### src/hw/rtl/dtti_pkg.sv
// Shared types and character constants for the decimal text to integer block.
// No dependencies.
package dtti_pkg;

  localparam logic [7:0] CH_MINUS = 8'h2D;
  localparam logic [7:0] CH_PLUS  = 8'h2B;
  localparam logic [7:0] CH_ZERO  = 8'h30;
  localparam logic [7:0] CH_NINE  = 8'h39;

  localparam logic [63:0] MAX_POS_I64 = 64'h7FFF_FFFF_FFFF_FFFF;
  localparam logic [63:0] MUL10_LIMIT = 64'h1999_9999_9999_9999;

  // Classified character, as queued between front and back.
  typedef struct packed {
    logic       empty;
    logic       last;
    logic       is_digit;
    logic       is_plus;
    logic       is_minus;
    logic [3:0] digit;
  } item_t;

endpackage

### src/hw/rtl/dtti_front.sv
// Front end: classifies each incoming character into an item_t record.
// Depends on dtti_pkg.
module dtti_front import dtti_pkg::*; (
  input  logic [7:0] ch_i,
  input  logic       last_i,
  input  logic       empty_string_i,
  output item_t      item_o
);

  always_comb begin
    item_o.empty    = empty_string_i;
    item_o.last     = last_i;
    item_o.is_digit = (ch_i >= CH_ZERO) && (ch_i <= CH_NINE);
    item_o.is_plus  = (ch_i == CH_PLUS);
    item_o.is_minus = (ch_i == CH_MINUS);
    // '0'..'9' are 0x30..0x39, so the low nibble is the digit value
    item_o.digit    = ch_i[3:0];
  end

endmodule

### src/hw/rtl/dtti_queue.sv
// Small FIFO of classified characters between front and back.
// Depends on dtti_pkg.
module dtti_queue import dtti_pkg::*; #(
  parameter int Depth = 4
) (
  input  logic  clk_i,
  input  logic  rst_ni,
  input  logic  push_i,
  input  item_t item_i,
  output logic  full_o,
  input  logic  pop_i,
  output logic  valid_o,
  output item_t item_o
);

  localparam int PtrW = (Depth > 1) ? $clog2(Depth) : 1;
  localparam int CntW = $clog2(Depth + 1);
  localparam logic [PtrW-1:0] LastPtr = PtrW'(Depth - 1);
  localparam logic [CntW-1:0] Full    = CntW'(Depth);

  item_t           mem_q [Depth];
  logic [PtrW-1:0] wr_ptr_q, wr_ptr_d;
  logic [PtrW-1:0] rd_ptr_q, rd_ptr_d;
  logic [CntW-1:0] count_q, count_d;
  logic            do_push, do_pop;

  assign full_o  = (count_q == Full);
  assign valid_o = (count_q != '0);
  assign item_o  = mem_q[rd_ptr_q];
  assign do_push = push_i && !full_o;
  assign do_pop  = pop_i && valid_o;

  always_comb begin
    wr_ptr_d = wr_ptr_q;
    rd_ptr_d = rd_ptr_q;
    count_d  = count_q;
    if (do_push) begin
      wr_ptr_d = (wr_ptr_q == LastPtr) ? '0 : wr_ptr_q + 1'b1;
    end
    if (do_pop) begin
      rd_ptr_d = (rd_ptr_q == LastPtr) ? '0 : rd_ptr_q + 1'b1;
    end
    if (do_push && !do_pop) begin
      count_d = count_q + 1'b1;
    end else if (do_pop && !do_push) begin
      count_d = count_q - 1'b1;
    end
  end

  always_ff @(posedge clk_i or negedge rst_ni) begin
    if (!rst_ni) begin
      wr_ptr_q <= '0;
      rd_ptr_q <= '0;
      count_q  <= '0;
    end else begin
      wr_ptr_q <= wr_ptr_d;
      rd_ptr_q <= rd_ptr_d;
      count_q  <= count_d;
    end
  end

  always_ff @(posedge clk_i) begin
    if (do_push) begin
      mem_q[wr_ptr_q] <= item_i;
    end
  end

  a_count_bound: assert property (@(posedge clk_i) disable iff (!rst_ni)
    count_q <= Full)
    else $error("queue count above depth");

  a_ptr_gap: assert property (@(posedge clk_i) disable iff (!rst_ni)
    (count_q == '0) |-> (wr_ptr_q == rd_ptr_q))
    else $error("empty queue with pointer gap");

endmodule

### src/hw/rtl/dtti_back.sv
// Back end: parse state update per character, end-of-string capture and
// output register with sign handling. Depends on dtti_pkg.
module dtti_back import dtti_pkg::*; (
  input  logic        clk_i,
  input  logic        rst_ni,
  input  logic        signed_mode_i,
  input  logic        q_valid_i,
  input  item_t       q_item_i,
  output logic        q_pop_o,
  output logic        out_valid_o,
  input  logic        out_stall_i,
  output logic [63:0] value_o,
  output logic        failed_o
);

  localparam logic [1:0] PH_START  = 2'd0;
  localparam logic [1:0] PH_MINUS  = 2'd1;
  localparam logic [1:0] PH_PLUS   = 2'd2;
  localparam logic [1:0] PH_DIGITS = 2'd3;

  logic [1:0]  phase_q, phase_d;
  logic [63:0] acc_q, acc_d;
  logic        neg_q, neg_d;
  logic        err_q, err_d;

  // end-of-string capture
  logic        fin_v_q;
  logic [63:0] fin_acc_q;
  logic        fin_fail_q, fin_neg_q;
  logic        fin_fail_d;

  logic        out_v_q;
  logic [63:0] out_val_q;
  logic        out_fail_q;

  logic        ends, out_ready, fin_ready, out_load, fin_load;
  logic [63:0] times10;
  logic [64:0] sum;
  logic        too_big;

  assign ends      = q_item_i.empty || q_item_i.last;
  assign out_ready = !out_v_q || !out_stall_i;
  assign fin_ready = !fin_v_q || out_ready;
  assign q_pop_o   = q_valid_i && (!ends || fin_ready);
  assign fin_load  = q_pop_o && ends;
  assign out_load  = fin_v_q && out_ready;

  // acc * 10 = acc * 8 + acc * 2; only used when acc <= MUL10_LIMIT
  assign too_big = (acc_q > MUL10_LIMIT);
  assign times10 = {acc_q[60:0], 3'b000} + {acc_q[62:0], 1'b0};
  assign sum     = {1'b0, times10} + {61'd0, q_item_i.digit};

  always_comb begin
    phase_d = phase_q;
    acc_d   = acc_q;
    neg_d   = neg_q;
    err_d   = err_q;
    if (!q_item_i.empty && !err_q) begin
      if (phase_q == PH_START && signed_mode_i && q_item_i.is_minus) begin
        neg_d   = 1'b1;
        phase_d = PH_MINUS;
      end else if ((phase_q == PH_START || phase_q == PH_MINUS) && q_item_i.is_plus) begin
        phase_d = PH_PLUS;
      end else if (q_item_i.is_digit) begin
        if (too_big || sum[64]) begin
          err_d = 1'b1;
        end else begin
          acc_d   = sum[63:0];
          phase_d = PH_DIGITS;
        end
      end else begin
        err_d = 1'b1;
      end
    end
    fin_fail_d = err_d || (phase_d != PH_DIGITS) ||
                 (signed_mode_i ? (acc_d > MAX_POS_I64) : neg_d);
  end

  always_ff @(posedge clk_i or negedge rst_ni) begin
    if (!rst_ni) begin
      phase_q <= PH_START;
      acc_q   <= '0;
      neg_q   <= 1'b0;
      err_q   <= 1'b0;
      fin_v_q <= 1'b0;
      out_v_q <= 1'b0;
    end else begin
      if (fin_load) begin
        phase_q <= PH_START;
        acc_q   <= '0;
        neg_q   <= 1'b0;
        err_q   <= 1'b0;
      end else if (q_pop_o) begin
        phase_q <= phase_d;
        acc_q   <= acc_d;
        neg_q   <= neg_d;
        err_q   <= err_d;
      end
      fin_v_q <= fin_load || (fin_v_q && !out_load);
      out_v_q <= out_load || (out_v_q && out_stall_i);
    end
  end

  always_ff @(posedge clk_i) begin
    if (fin_load) begin
      fin_acc_q  <= acc_d;
      fin_fail_q <= fin_fail_d;
      fin_neg_q  <= signed_mode_i && neg_d;
    end
    if (out_load) begin
      out_fail_q <= fin_fail_q;
      if (fin_fail_q) begin
        out_val_q <= '0;
      end else if (fin_neg_q) begin
        out_val_q <= 64'd0 - fin_acc_q;
      end else begin
        out_val_q <= fin_acc_q;
      end
    end
  end

  assign out_valid_o = out_v_q;
  assign value_o     = out_val_q;
  assign failed_o    = out_fail_q;

  a_fail_zero: assert property (@(posedge clk_i) disable iff (!rst_ni)
    (out_valid_o && failed_o) |-> (value_o == '0))
    else $error("failed result with nonzero value");

  a_clear_on_end: assert property (@(posedge clk_i) disable iff (!rst_ni)
    fin_load |=> (phase_q == PH_START && acc_q == '0 && !neg_q && !err_q))
    else $error("parse state not cleared after string end");

  a_err_sticky: assert property (@(posedge clk_i) disable iff (!rst_ni)
    (err_q && !fin_load) |=> err_q)
    else $error("error latch dropped mid-string");

endmodule

### src/hw/rtl/decimal_text_to_integer.sv
// Decimal text to integer: one character per transfer, result on string end.
// Result path: queue, then end-of-string capture, then output register.
// Throughput: one character per cycle while the output is not stalled; set
// by the back-end x10-and-add. Queue decouples input stall from output stall.
// Reset: asynchronous active low; clears parse state and queue, signed mode 1.
// Depends on dtti_pkg, dtti_front, dtti_queue, dtti_back.
module decimal_text_to_integer import dtti_pkg::*; #(
  parameter int QueueDepth = 4
) (
  input  logic        clk_i,
  input  logic        rst_ni,
  input  logic        cfg_valid_i,
  output logic        cfg_ready_o,
  input  logic        cfg_data_i,
  input  logic        in_valid_i,
  output logic        in_stall_o,
  input  logic [7:0]  ch_i,
  input  logic        last_i,
  input  logic        empty_string_i,
  output logic        out_valid_o,
  input  logic        out_stall_i,
  output logic [63:0] value_o,
  output logic        failed_o
);

  logic  signed_mode_q;
  item_t front_item, q_item;
  logic  q_full, q_valid, q_pop;

  assign cfg_ready_o = 1'b1;

  always_ff @(posedge clk_i or negedge rst_ni) begin
    if (!rst_ni) begin
      signed_mode_q <= 1'b1;
    end else if (cfg_valid_i && cfg_ready_o) begin
      signed_mode_q <= cfg_data_i;
    end
  end

  dtti_front u_front (
    .ch_i           (ch_i),
    .last_i         (last_i),
    .empty_string_i (empty_string_i),
    .item_o         (front_item)
  );

  dtti_queue #(
    .Depth (QueueDepth)
  ) u_queue (
    .clk_i   (clk_i),
    .rst_ni  (rst_ni),
    .push_i  (in_valid_i),
    .item_i  (front_item),
    .full_o  (q_full),
    .pop_i   (q_pop),
    .valid_o (q_valid),
    .item_o  (q_item)
  );

  assign in_stall_o = q_full;

  dtti_back u_back (
    .clk_i         (clk_i),
    .rst_ni        (rst_ni),
    .signed_mode_i (signed_mode_q),
    .q_valid_i     (q_valid),
    .q_item_i      (q_item),
    .q_pop_o       (q_pop),
    .out_valid_o   (out_valid_o),
    .out_stall_i   (out_stall_i),
    .value_o       (value_o),
    .failed_o      (failed_o)
  );

endmodule
### config.mk
export PLATFORM = sky130hd
export DESIGN_NAME = decimal_text_to_integer
export DESIGN_NICKNAME = d
export VERILOG_FILES = /design/src/hw/rtl/dtti_pkg.sv /design/src/hw/rtl/dtti_front.sv /design/src/hw/rtl/dtti_queue.sv /design/src/hw/rtl/dtti_back.sv /design/src/hw/rtl/decimal_text_to_integer.sv
export SDC_FILE = /design/constraint.sdc
export NUM_CORES = 1
export LEC_CHECK = 0
export BUFFER_PORTS_ARGS = -buffer_cell sky130_fd_sc_hd__buf_2
export CORE_ASPECT_RATIO = 0.7
export CORE_MARGIN = 1
export CORE_UTILIZATION = 49
export DETAILED_ROUTE_END_ITERATION = 10
export GPL_ROUTABILITY_DRIVEN = 1
export GPL_TIMING_DRIVEN = 0
export PLACE_DENSITY = 0.66
export REMOVE_ABC_BUFFERS = 1
export SLEW_MARGIN = 20
export SYNTH_ARGS = -nofsm -noshare
export SYNTH_HDL_FRONTEND = slang
export SYNTH_SLANG_ARGS = --single-unit
### constraint.sdc
create_clock -name clk_i -period 7.4 [get_ports clk_i]
set_input_delay 1.48 -clock clk_i [delete_from_list [all_inputs] [get_ports clk_i]]
set_output_delay 1.48 -clock clk_i [all_outputs]
set_load 0.005 [all_outputs]
* Yosys cells after proc, flatten, opt, wreduce, memory -nomap -nowiden
Memories as Yosys holds them, arrays and structs flattened. Index checks and enable logic that the tools add are counted.
Cells by class: multiplexer cells 33, $add $sub $neg 7, eq/ne operators 7, order comparisons 4, reduce and logical (&&, ||, !) cells 39
Operators by type and width (number):
- $mux W64 | 8
- $add A64 B4 Y65 | 1
- $add A64 B64 Y64 | 1
- $gt A64 B61 Y1 const B | 1
- $gt A64 B63 Y1 const B | 1
- $sub A1 B64 Y64 const A | 1
- $mux W2 | 9
- $eq A8 B6 Y1 const B | 2
- $logic_and A1 B1 Y1 | 15
- $mux W1 | 14
- $logic_not A1 Y1 | 10
- $logic_or A1 B1 Y1 | 10
- $ge A8 B6 Y1 const B | 1
- $le A8 B6 Y1 const B | 1
- $mux W3 | 2
- $add A2 B1 Y2 const B | 2
- $eq A2 B2 Y1 const B | 2
- $reduce_bool A2 Y1 | 2
- $add A3 B1 Y3 const B | 1
- $eq A3 B3 Y1 const B | 1
- $reduce_bool A3 Y1 | 1
- $sub A3 B1 Y3 const B | 1
- $eq A2 B1 Y1 const B | 1
- $logic_not A2 Y1 | 1
- $ne A2 B2 Y1 const B | 1
Storage, ports and cells: word-level logic and storage cells 106, memories 1, memory bits (writable) 36, bits of input ports 16, bits in registers 209, output and inout bits 68
Memory list:
- u_queue.mem_q | depth 4, bits a word 9, read ports 1, clocked after Yosys merged registers in 0, write ports 1, line dtti_queue.sv:21 | item_t mem_q [Depth];

* Depth between registers and ports, before layout
Gate-level depths: netlist (run 1).
depth in word-level cells 11, mapped depth 18

* Cells and area by module
From an unflattened synthesis (run 1), not the netlist that was laid out.
Unflattened totals: cell total of the unflattened synthesis 1814, area, all modules 17068.9 um^2
By module, submodules not included:
- dtti_back | times used 1, area each 15130.8 um^2, cells each 1712
- dtti_queue | times used 1, area each 1778.0 um^2, cells each 84
- dtti_front | times used 1, area each 107.6 um^2, cells each 14
- decimal_text_to_integer | times used 1, area each 52.6 um^2, cells each 4

* Worst setup path before layout (run 1)
OpenSTA, ideal clock, no wires.
path kind in2reg, start input out_stall_i, end register u_back.out_fail_q, in the netlist u_back.failed_o, enable pin, setup time 587 ps, stages on the path 1, required time 6813 ps, path slack 620 ps, data arrival time 6192 ps, path buffers 0, path through a21boi_0
Between the ends: cells in the longest elaborated chain, start to end 3
Ends and longest elaborated chain:
- from (decl) | line decimal_text_to_integer.sv:21 | input logic out_stall_i,
- $logic_not A1 Y1 | line dtti_back.sv:42 | assign out_ready = !out_v_q || !out_stall_i;
- $logic_or A1 B1 Y1 | line dtti_back.sv:42
- $logic_and A1 B1 Y1 | line dtti_back.sv:46 | assign out_load = fin_v_q && out_ready;
- to (signal assigned) | line dtti_back.sv:111 | out_fail_q <= fin_fail_q;
- to (decl) | line dtti_back.sv:34 | logic out_fail_q;
No other way between the ends. A chain may end at the register's enable or synchronous reset.

* Final worst setup path (run 1)
start register u_back.acc_q[2], end register u_back.acc_q[57]
Between the ends: cells in the longest elaborated chain, start to end 10, elaborated cells between the ends (all ways) 11, classes of those cells add/sub: 2; order compare: 1; mux: 7; reduce/logical: 1
Ends and longest elaborated chain:
- from (decl) | line dtti_back.sv:22 | logic [63:0] acc_q, acc_d;
- from (signal assigned) | line dtti_back.sv:82 | acc_q <= '0;
- from (signal assigned) | line dtti_back.sv:90 | acc_q <= '0;
- from (signal assigned) | line dtti_back.sv:95 | acc_q <= acc_d;
- $add A64 B64 Y64 | line dtti_back.sv:50 | assign times10 = {acc_q[60:0], 3'b000} + {acc_q[62:0], 1'b0};
- $add A64 B4 Y65 | line dtti_back.sv:51 | assign sum = {1'b0, times10} + {61'd0, q_item_i.digit};
- $logic_or A1 B1 Y1 | line dtti_back.sv:65 | if (too_big || sum[64]) begin
- $mux W64 (*) | line dtti_back.sv:65
- $mux W64 (*) | line dtti_back.sv:64 | end else if (q_item_i.is_digit) begin
- $mux W64 (*) | line dtti_back.sv:62 | end else if ((phase_q == PH_START || phase_q == PH_MINUS) && q_item_i.is_plus) begin
- $mux W64 (*) | line dtti_back.sv:59 | if (phase_q == PH_START && signed_mode_i && q_item_i.is_minus) begin
- $mux W64 (*) | line dtti_back.sv:58 | if (!q_item_i.empty && !err_q) begin
- $mux W64 (*) | line dtti_back.sv:93 | end else if (q_pop_o) begin
- $mux W64 (*) | line dtti_back.sv:88 | if (fin_load) begin
Mark *: on every way between the ends. The rest lies on a longest branch, timed or not. The select of a mux whose other input is x is not followed.

==> results.md, run 1 <==
| Stage | Item | This run |
|:---|:---|:---|
| floorplanning | Number of ports placed on the die boundary | 84 |
| sta | Unrepaired setup endpoints after global routing | no |
| pwr | Pwr/cell area | 282 nW/um^2 |
| floorplanning | Height of the chip | 159 microns |
| final layout | Final net count | 1923 |
| setup path | Worst setup SP type | register |
| final layout | Cell area after layout | 19200 sq um |
| detailed routing | Detailed-router iteration count before antenna repair | 5 |
| setup path | Worst Path Arrival | 6.94 ns |
| sta | Headroom to the max-slew limit | 27.8% |
| setup path | Worst EP required | 7.90 ns |
| setup path | Start of the worst register-to-register path | u_back.acc_q[2] |
| sta | Shortest period the worst path allows | 6.45 ns |
| clock network | Clock transition time at the flip-flop clock pins of the worst setup and hold paths | 0.06 ns |
| sta | Max Fclk | 155 MHz |
| sta | TNS Setup | 0 ns |
| detailed routing | Final routed DRC violation total | 0 |
| sta | Period utilisation layout | 87.1% |
| pwr | Cell leakage power | 7.58 nW |
| global route | Via count of the first global-routing pass | 13000 |
| final layout | Final Util | 55.3% |
| pwr | Worst-case vdd ir drop | 0.307 mV |
| floorplanning | Die Width | 227 microns |
| yosys | EDFF count, synth | 167 |
| place | Count of buffers from port buffering | 82 |
| job | Total of max-cap violations | 0 |
| min path | Min-Delay Path Depth | 1 |
| final layout | ANT cells | 0 |
| setup path | Crit Reg-Reg Endpoint | u_back.acc_q[57] |
| min path | Worst Hold Launch | u_queue.count_q[2] |
| min path | Min-Delay Endpoint | u_queue.count_q[2] |
| setup path | Flop2flop setup slack | 0.95 ns |
| detailed routing | Routed Wire Length | 50500 microns |
| yosys | Distinct cell type count of the synthesized netlist | 91 |
| detailed routing | Via/cell ratio | 6.24 |
| yosys | Number of instances in the synthesized netlist | 1796 |
| global route | First-pass GRT wire length | 77200 microns |
| sta | Number of hold violations in the final report | 0 |
| pwr | P_int | 0.00356 W |
| clock network | Clock Sinks | 245 |
| sta | Post-Route Hold Slack | 0.480 ns |
| place | DP Wirelength | 40400 microns |
| clock network | Quantity of hold-fixing buffers added after cts | 0 |
| global route | Total congestion overflow after global routing | 0 |
| clock network | CTS root buffer | sky130_fd_sc_hd__clkbuf_16 |
| setup path | Nature of the critical path endpoint | register |
| clock network | Number of levels the H-tree was split into | 1 |
| detailed routing | Routed wirelength normalized by instance count | 21.7 microns |
| floorplanning | # rows | 57 |
| detailed routing | Number of vias after detailed routing | 14500 |
| place | Dpl cell area | 18300 sq um |
| yosys | Synth Register Bits | 245 |
| yosys | Most frequently used flop master after synthesis | sky130_fd_sc_hd__edfxtp_1 |
| floorplanning | Initial standard-cell utilization of the core | 49.9% |
| sta | Count of endpoints failing setup in the final report | 0 |
| setup path | Worst reg-to-reg path cell count | 17 |
| place | GP Congestion | 0.970 |
| pwr | Power consumption | 0.00541 W |
| yosys | Mean area per synthesized cell | 9.65 sq um |
| run status | Result of the run | finished clean |
| yosys | Yosys warns | 0 |
| min path | Hold Crit Class | reg2reg |
| final layout | Area Growth Syn to Fin | 10.9% |
| clock network | Clock tree from TritonCTS | done |
| sta | Worst Skew | 0.0235 ns |
| detailed routing | Remaining antenna violation count after routing | 0 |
| clock network | Post-cts repair resize count | 0 |
| pwr | Switch share | 34.2% |
| yosys | Async set or reset register ratio after synthesis | 31.8% |
| clock network | CTS buffer count | 25 |
| sta | Number of pins with negative max-slew slack in the final report | 0 |
| floorplanning | Core footprint | 34700 sq um |
| pwr | Share of total power in the clock network | 25.2% |
| detailed routing | Number of DRC violations after detailed-routing iteration 0 | 1725 |
| yosys | Part of the Yosys area used for sequential elements | 40.2% |
| clock network | Clock latency on the worst-skew pair | 0.57 ns |
| final layout | Fraction of final layout cells sized beyond drive strength 1 | 14.0% |
| floorplanning | Total Die Area | 36100 sq um |
| pwr | Comb power frac | 32.3% |
| yosys | Area of the mapped netlist | 17300 sq um |
| global route | Maximum number of pins on one net before global-route repair | 65 |
| sta | Pin slew with the least headroom to its limit | 1.07 ns |
| pwr | Power spent charging and discharging nets | 0.00185 W |
| pwr | Share of power burned in registers | 42.5% |
| setup path | Critical path fanouts, max | 29 |
| global route | Overall Global Routing Usage | 27.7% |
| global route | Antenna violations before repair | 0 |
| setup path | Critical path class | reg2reg |
| clock network | Buffers from clock root to sink, at most | 3 |
| clock network | Post-CTS Setup Inserts | 0 |
[power groups by stage]
stage / clock (W) / sequential [W] / combinational, W
after floorplan: 0 / 0.00235 / 0.00104
after global placement: 0 / 0.00241 / 0.00148
after detailed placement: 0 / 0.00233 / 0.00175
after CTS: 0.00139 / 0.00230 / 0.00176
after global routing: 0.00144 / 0.00236 / 0.00193
final: 0.00137 / 0.00230 / 0.00175
[logic make-up (layout without fill, tap and decap cells)]
family	count (synthesis)	count (layout)	synth area share, %
adder cells (fa/ha/maj)	73	73	5.40
AO/OA/AOI/OAI	465	465	18.6
XOR/XNOR	152	152	7.68
buffers and inverters	114	171	2.76
flip-flops	245	245	40.2
other	1	1	0.0216
multiplexers	79	79	5.68
AND/OR/NAND/NOR	667	667	19.7
[synth_stat cells, types with 18 or more instances]
master	count	share of area, %
sky130_fd_sc_hd__nor2_1	178	3.9
sky130_fd_sc_hd__nand2_1	158	3.4
sky130_fd_sc_hd__nand4_1	43	1.6
sky130_fd_sc_hd__and3_1	18	0.65
sky130_fd_sc_hd__nor4_1	24	0.87
sky130_fd_sc_hd__xnor2_1	61	3.1
sky130_fd_sc_hd__a21oi_1	99	2.9
sky130_fd_sc_hd__xor2_1	91	4.6
sky130_fd_sc_hd__ha_1	70	5.1
sky130_fd_sc_hd__nand3_1	34	0.98
sky130_fd_sc_hd__inv_1	30	0.65
sky130_fd_sc_hd__o21ai_0	88	2.5
sky130_fd_sc_hd__or3_1	29	1.0
sky130_fd_sc_hd__o31ai_1	21	0.91
sky130_fd_sc_hd__a21o_1	26	1.1
sky130_fd_sc_hd__mux2_2	64	4.2
sky130_fd_sc_hd__clkbuf_1	46	1.0
sky130_fd_sc_hd__dfrtp_1	77	11
sky130_fd_sc_hd__nor3_1	53	1.5
sky130_fd_sc_hd__o211ai_1	21	0.91
sky130_fd_sc_hd__buf_2	32	0.92
sky130_fd_sc_hd__edfxtp_1	167	29
sky130_fd_sc_hd__and2_1	24	0.87
sky130_fd_sc_hd__a22o_1	65	3.3
[through the flow]
step,setup slack (ns),cells
after floorplan,-1.08,1712
after detailed placement,1.10,2279
after global placement,-5.28,2266
after global routing,0.629,2325
after CTS,1.10,2325
final,0.952,2325
[cells in the final DEF (no fill, tap or decap), types with 23 or more instances in the layout]
| cell type | instances |
|---|---|
| sky130_fd_sc_hd__buf_2 | 81 |
| sky130_fd_sc_hd__edfxtp_1 | 167 |
| sky130_fd_sc_hd__inv_1 | 29 |
| sky130_fd_sc_hd__dfrtp_1 | 77 |
| sky130_fd_sc_hd__nor2_1 | 178 |
| sky130_fd_sc_hd__nand4_1 | 43 |
| sky130_fd_sc_hd__nand3_1 | 34 |
| sky130_fd_sc_hd__mux2_2 | 64 |
| sky130_fd_sc_hd__and2_1 | 23 |
| sky130_fd_sc_hd__a22o_1 | 65 |
| sky130_fd_sc_hd__nand2_1 | 158 |
| sky130_fd_sc_hd__nor3_1 | 53 |
| sky130_fd_sc_hd__or3_1 | 29 |
| sky130_fd_sc_hd__xor2_1 | 91 |
| sky130_fd_sc_hd__o21ai_0 | 88 |
| sky130_fd_sc_hd__a21o_1 | 26 |
| sky130_fd_sc_hd__ha_1 | 70 |
| sky130_fd_sc_hd__nor4_1 | 23 |
| sky130_fd_sc_hd__xnor2_1 | 61 |
| sky130_fd_sc_hd__a21oi_1 | 98 |
| sky130_fd_sc_hd__clkbuf_16 | 25 |
[how the worst max path moves through the flow]
stage | from | to | slack (ns)
final | u_back.acc_q[2] | u_back.acc_q[57] | 0.95
after global routing | u_back.acc_q[2] | u_back.acc_q[57] | 0.63
after CTS | u_back.acc_q[2] | u_back.acc_q[57] | 1.10
after detailed placement | u_back.acc_q[2] | u_back.acc_q[43] | 1.10
after global placement | u_back.acc_q[2] | u_back.acc_q[60] | -5.28
after floorplan | u_back.acc_q[2] | u_back.acc_q[0] | -1.08
[cell type report]
cell class | count | area (sq um)
fillers | 3083 | 15500
repair buffers | 95 | 721
well taps | 472 | 591
clock inverters | 15 | 209
inverters | 30 | 115
flip-flops and latches | 245 | 6970
multi-input cells | 1437 | 9920
clock buffers | 31 | 688
[registers in the layout (all words and copies together), names as in the netlist, 2 cells and up]
| signal | flops |
|---|---|
| u_queue.count_q | 3 |
| u_back.phase_q | 2 |
| u_queue.mem_q | 36 |
| u_queue.wr_ptr_q | 2 |
| u_back.fin_acc_q | 64 |
| u_back.acc_q | 64 |
| u_queue.rd_ptr_q | 2 |
| u_back.value_o | 64 |
[critical path, cell delays in order, from the launching register on]
cell	delay (ns)
sky130_fd_sc_hd__dfrtp_1	0.48
sky130_fd_sc_hd__ha_1	0.24
sky130_fd_sc_hd__inv_1	0.06
sky130_fd_sc_hd__fa_1	0.41
sky130_fd_sc_hd__nand2b_1	0.19
sky130_fd_sc_hd__a21oi_1	0.76
sky130_fd_sc_hd__o2111ai_1	0.31
sky130_fd_sc_hd__a311oi_1	0.75
sky130_fd_sc_hd__nor4_1	0.11
sky130_fd_sc_hd__a311oi_1	0.62
sky130_fd_sc_hd__nand4bb_1	0.25
sky130_fd_sc_hd__nor4_1	0.38
sky130_fd_sc_hd__and4bb_2	0.38
sky130_fd_sc_hd__a21oi_4	0.21
sky130_fd_sc_hd__o21ai_4	0.62
sky130_fd_sc_hd__buf_16	0.23
sky130_fd_sc_hd__buf_16	0.19
sky130_fd_sc_hd__a22o_1	0.16
[per-layer routing]
layer	vias to the layer above	part of all wire [%]	global-route usage, %	wire length [microns]
met5	-	0	0	0
met4	0	1.6	4.94	821
met3	52	12	9.15	6260
met2	610	35	32.6	17700
met1	6933	51	47.0	25700
li1	6910	-	-	-
No activity file was read; power rests on OpenSTA's default activity.
==> run 2, diff against run 1 <==
--- a/config.mk
+++ b/config.mk
@@ -8,11 +8,11 @@
 export BUFFER_PORTS_ARGS = -buffer_cell sky130_fd_sc_hd__buf_2
 export CORE_ASPECT_RATIO = 0.7
 export CORE_MARGIN = 1
-export CORE_UTILIZATION = 49
+export CORE_UTILIZATION = 50
 export DETAILED_ROUTE_END_ITERATION = 10
 export GPL_ROUTABILITY_DRIVEN = 1
 export GPL_TIMING_DRIVEN = 0
-export PLACE_DENSITY = 0.66
+export PLACE_DENSITY = 0.67
 export REMOVE_ABC_BUFFERS = 1
 export SLEW_MARGIN = 20
 export SYNTH_ARGS = -nofsm -noshare
==> run 2 against run 1 <==
Compared with the run above: hold slack improved by 0.012 ns; cell count decreased by 0.34%; largest cell class unchanged; clock skew is 0.0038 ns lower; sequential share of layout area up 0.071 points; via count rose by 0.45%; sequential power is essentially flat; die area decreased by 2.0%; count of clock-buffer cells in the layout shrank 1.
==> results.md, run 2 (synthesized netlist as in run 1, its figures left out) <==
| Stage | Item | This run | Delta |
|:---|:---|:---|:---|
| global route | Via count of the first global-routing pass | 13000 | about the same |
| sta | Count of endpoints failing setup in the final report | 0 | unchanged |
| pwr | P_int | 0.00350 W | was 0.00356 W |
| pwr | Share of total power in the clock network | 24.6% | was 25.2% |
| sta | Headroom to the max-slew limit | 20.4% | was 27.8% |
| final layout | Fraction of final layout cells sized beyond drive strength 1 | 14.1% | was 14.0% |
| pwr | Power spent charging and discharging nets | 0.00188 W | was 0.00185 W |
| setup path | Delay contributed by the slowest stage of the critical path | 0.80 ns | was 0.76 ns |
| run status | Result of the run | finished clean | unchanged |
| detailed routing | Number of DRC violations after detailed-routing iteration 0 | 1745 | was 1725 |
| clock network | Quantity of hold-fixing buffers added after cts | 0 | unchanged |
| floorplanning | Number of ports placed on the die boundary | 84 | unchanged |
| setup path | Nature of the critical path endpoint | register | unchanged |
| final layout | Area of the multi-input gates | 9920 sq um | unchanged |
| min path | Hold Crit Class | reg2reg | unchanged |
| detailed routing | Routed Wire Length | 50800 microns | was 50500 microns |
| final layout | Commonest cells after routing, fill and taps aside | sky130_fd_sc_hd__nor2_1, sky130_fd_sc_hd__edfxtp_1, sky130_fd_sc_hd__nand2_1 | unchanged |
| setup path | Critical path fanouts, max | 30 | was 29 |
| floorplanning | # rows | 56 | was 57 |
| global route | Antenna violations before repair | 0 | unchanged |
| global route | Met2 track demand over resource | 35.4% | was 32.6% |
| sta | Setup ws final | 0.989 ns | was 0.952 ns |
| sta | Period utilisation layout | 86.6% | was 87.1% |
| floorplanning | Total Die Area | 35400 sq um | was 36100 sq um |
| final layout | Fill cell total of the finished layout | 2996 | was 3083 |
| place | Count of buffers from port buffering | 82 | unchanged |
| setup path | Worst setup SP type | register | unchanged |
| pwr | Share of power burned in registers | 42.9% | was 42.5% |
| global route | Maximum number of pins on one net before global-route repair | 65 | unchanged |
| sta | Number of hold violations in the final report | 0 | unchanged |
| sta | Max Fclk | 156 MHz | was 155 MHz |
| detailed routing | Detailed-router iteration count before antenna repair | 5 | unchanged |
| place | Worst Setup Slack post-DPL | 1.17 ns | was 1.10 ns |
| detailed routing | Remaining antenna violation count after routing | 0 | unchanged |
| clock network | Post-cts repair resize count | 0 | unchanged |
| pwr | Power consumption | 0.00538 W | was 0.00541 W |
| sta | Pin slew with the least headroom to its limit | 1.19 ns | was 1.07 ns |
| setup path | Worst Path Arrival | 6.89 ns | was 6.94 ns |
| clock network | Clock latency on the worst-skew pair | 0.56 ns | was 0.57 ns |
| floorplanning | Height of the chip | 158 microns | was 159 microns |
| floorplanning | Die Width | 225 microns | was 227 microns |
| clock network | Clock transition time at the flip-flop clock pins of the worst setup and hold paths | 0.06 ns | about the same |
| floorplanning | Core footprint | 33800 sq um | was 34700 sq um |
| place | GP Congestion | 1.00 | was 0.970 |
| floorplanning | Initial standard-cell utilization of the core | 51.3% | was 49.9% |
| setup path | Critical path class | reg2reg | unchanged |
| global route | Met1 track utilization from global routing | 48.6% | was 47.0% |
| detailed routing | Number of vias after detailed routing | 14600 | was 14500 |
| global route | First-pass GRT wire length | 77400 microns | was 77200 microns |
| final layout | Post-route insts no fill | 2317 | was 2325 |
| clock network | CTS buffer count | 25 | unchanged |
| clock network | Buffers from clock root to sink, at most | 3 | unchanged |
| detailed routing | Final routed DRC violation total | 0 | unchanged |
| final layout | Commonest non-fill, non-tap cell in the layout | sky130_fd_sc_hd__nor2_1 | unchanged |
| sta | Number of pins with negative max-slew slack in the final report | 0 | unchanged |
| pwr | Pwr/cell area | 281 nW/um^2 | was 282 nW/um^2 |
| sta | Post-Route Hold Slack | 0.492 ns | was 0.480 ns |
| global route | Overall Global Routing Usage | 28.5% | was 27.7% |
| pwr | Cell leakage power | 7.56 nW | was 7.58 nW |
| place | DP Wirelength | 40300 microns | was 40400 microns |
| job | Total of max-cap violations | 0 | unchanged |
| clock network | Post-CTS Setup Inserts | 0 | unchanged |
| detailed routing | Routed wirelength normalized by instance count | 21.9 microns | was 21.7 microns |
| final layout | ANT cells | 0 | unchanged |
| setup path | Worst EP required | 7.88 ns | was 7.90 ns |
| pwr | Worst-case vdd ir drop | 0.245 mV | was 0.307 mV |
| pwr | Switch share | 34.9% | was 34.2% |
| clock network | Clock Sinks | 245 | unchanged |
| global route | Busiest metal layer after global routing | met1 | unchanged |
| sta | TNS Setup | 0 ns | unchanged |
| global route | Total congestion overflow after global routing | 0 | unchanged |
| final layout | Area Growth Syn to Fin | 10.7% | was 10.9% |
| place | Number of cells after detailed placement | 2271 | was 2279 |
| final layout | Final net count | 1923 | unchanged |
| clock network | Clock tree from TritonCTS | done | unchanged |
| sta | Shortest period the worst path allows | 6.41 ns | was 6.45 ns |
| clock network | Number of levels the H-tree was split into | 1 | unchanged |
| setup path | Critical-path cell with the highest stage delay | sky130_fd_sc_hd__a311oi_1 | was sky130_fd_sc_hd__a21oi_1 |
| global route | Met3 GRT Util | 5.64% | was 9.15% |
| detailed routing | Via/cell ratio | 6.29 | was 6.24 |
| final layout | Storage cell area | 6970 sq um | unchanged |
| clock network | CTS root buffer | sky130_fd_sc_hd__clkbuf_16 | unchanged |
| sta | Unrepaired setup endpoints after global routing | no | unchanged |
| setup path | Cell breakdown of the critical path | ha_1 -> inv_1 -> fa_1 -> nand2b_1 -> a21oi_1 -> o2111ai_1 -> a311oi_1 -> nor4_1 -> a311oi_1 -> nand4bb_1 -> nor4_1 -> and4bb_2 -> a21oi_4 -> o21ai_4 -> buf_16 -> buf_16 -> a22o_1 | unchanged |
| sta | Worst Skew | 0.0197 ns | was 0.0235 ns |
| pwr | Comb power frac | 32.6% | was 32.3% |
[run 2: path summary, 6_finish.rpt]
path                                      start                  to  slack, ns  cells past startpoint
worst max-delay path            u_back.acc_q[2]    u_back.acc_q[49]       0.99                     17
worst min-delay path             u_back.fin_v_q  u_back.out_valid_o       0.49                      1
worst max register to register  u_back.acc_q[2]    u_back.acc_q[49]       0.99                     17
worst min register to register   u_back.fin_v_q  u_back.out_valid_o       0.49                      1
max in group asynchronous                rst_ni       signed_mode_q       5.91                      2
min in group asynchronous                rst_ni    u_back.acc_q[47]       0.84                      1
[run 2: area by class of cell]
type                    count  share of cell area [%]
clock buffers              30                    3.63
clock inverters            16                   0.907
inverters                  30                   0.600
multi-input cells        1437                    51.7
flip-flops and latches    245                    36.3
well taps                 464                    3.03
repair buffers             95                    3.76
[run 2: worst max-delay path: cells and delay by family, from the launching register on]
kind | cells | cell delay, ns
AO/OA/AOI/OAI | 7 | 3.42
buffers and inverters | 3 | 0.48
AND/OR/NAND/NOR | 5 | 1.31
flip-flops | 1 | 0.48
adder cells (fa/ha/maj) | 2 | 0.62
[run 2: power groups by stage]
stage / logic (W) / clock network, W / registers, W
floorplan: 0.00104 / 0 / 0.00235
global placement: 0.00148 / 0 / 0.00242
detailed placement: 0.00176 / 0 / 0.00233
CTS: 0.00177 / 0.00134 / 0.00231
global route: 0.00193 / 0.00139 / 0.00236
finish: 0.00175 / 0.00132 / 0.00231
[run 2: per-layer routing]
layer	routed length (microns)	up-vias
met3	5340	43
li1	-	6911
met2	18300	636
met4	716	0
met5	0	-
met1	26500	6980
[run 2: metrics by stage]
step	utilization (%)	cell area, sq um
after floorplan	-	17000
after global placement	53.2	18000
after detailed placement	54.2	18300
after CTS	56.8	19200
after global routing	56.8	19200
final	56.8	19200
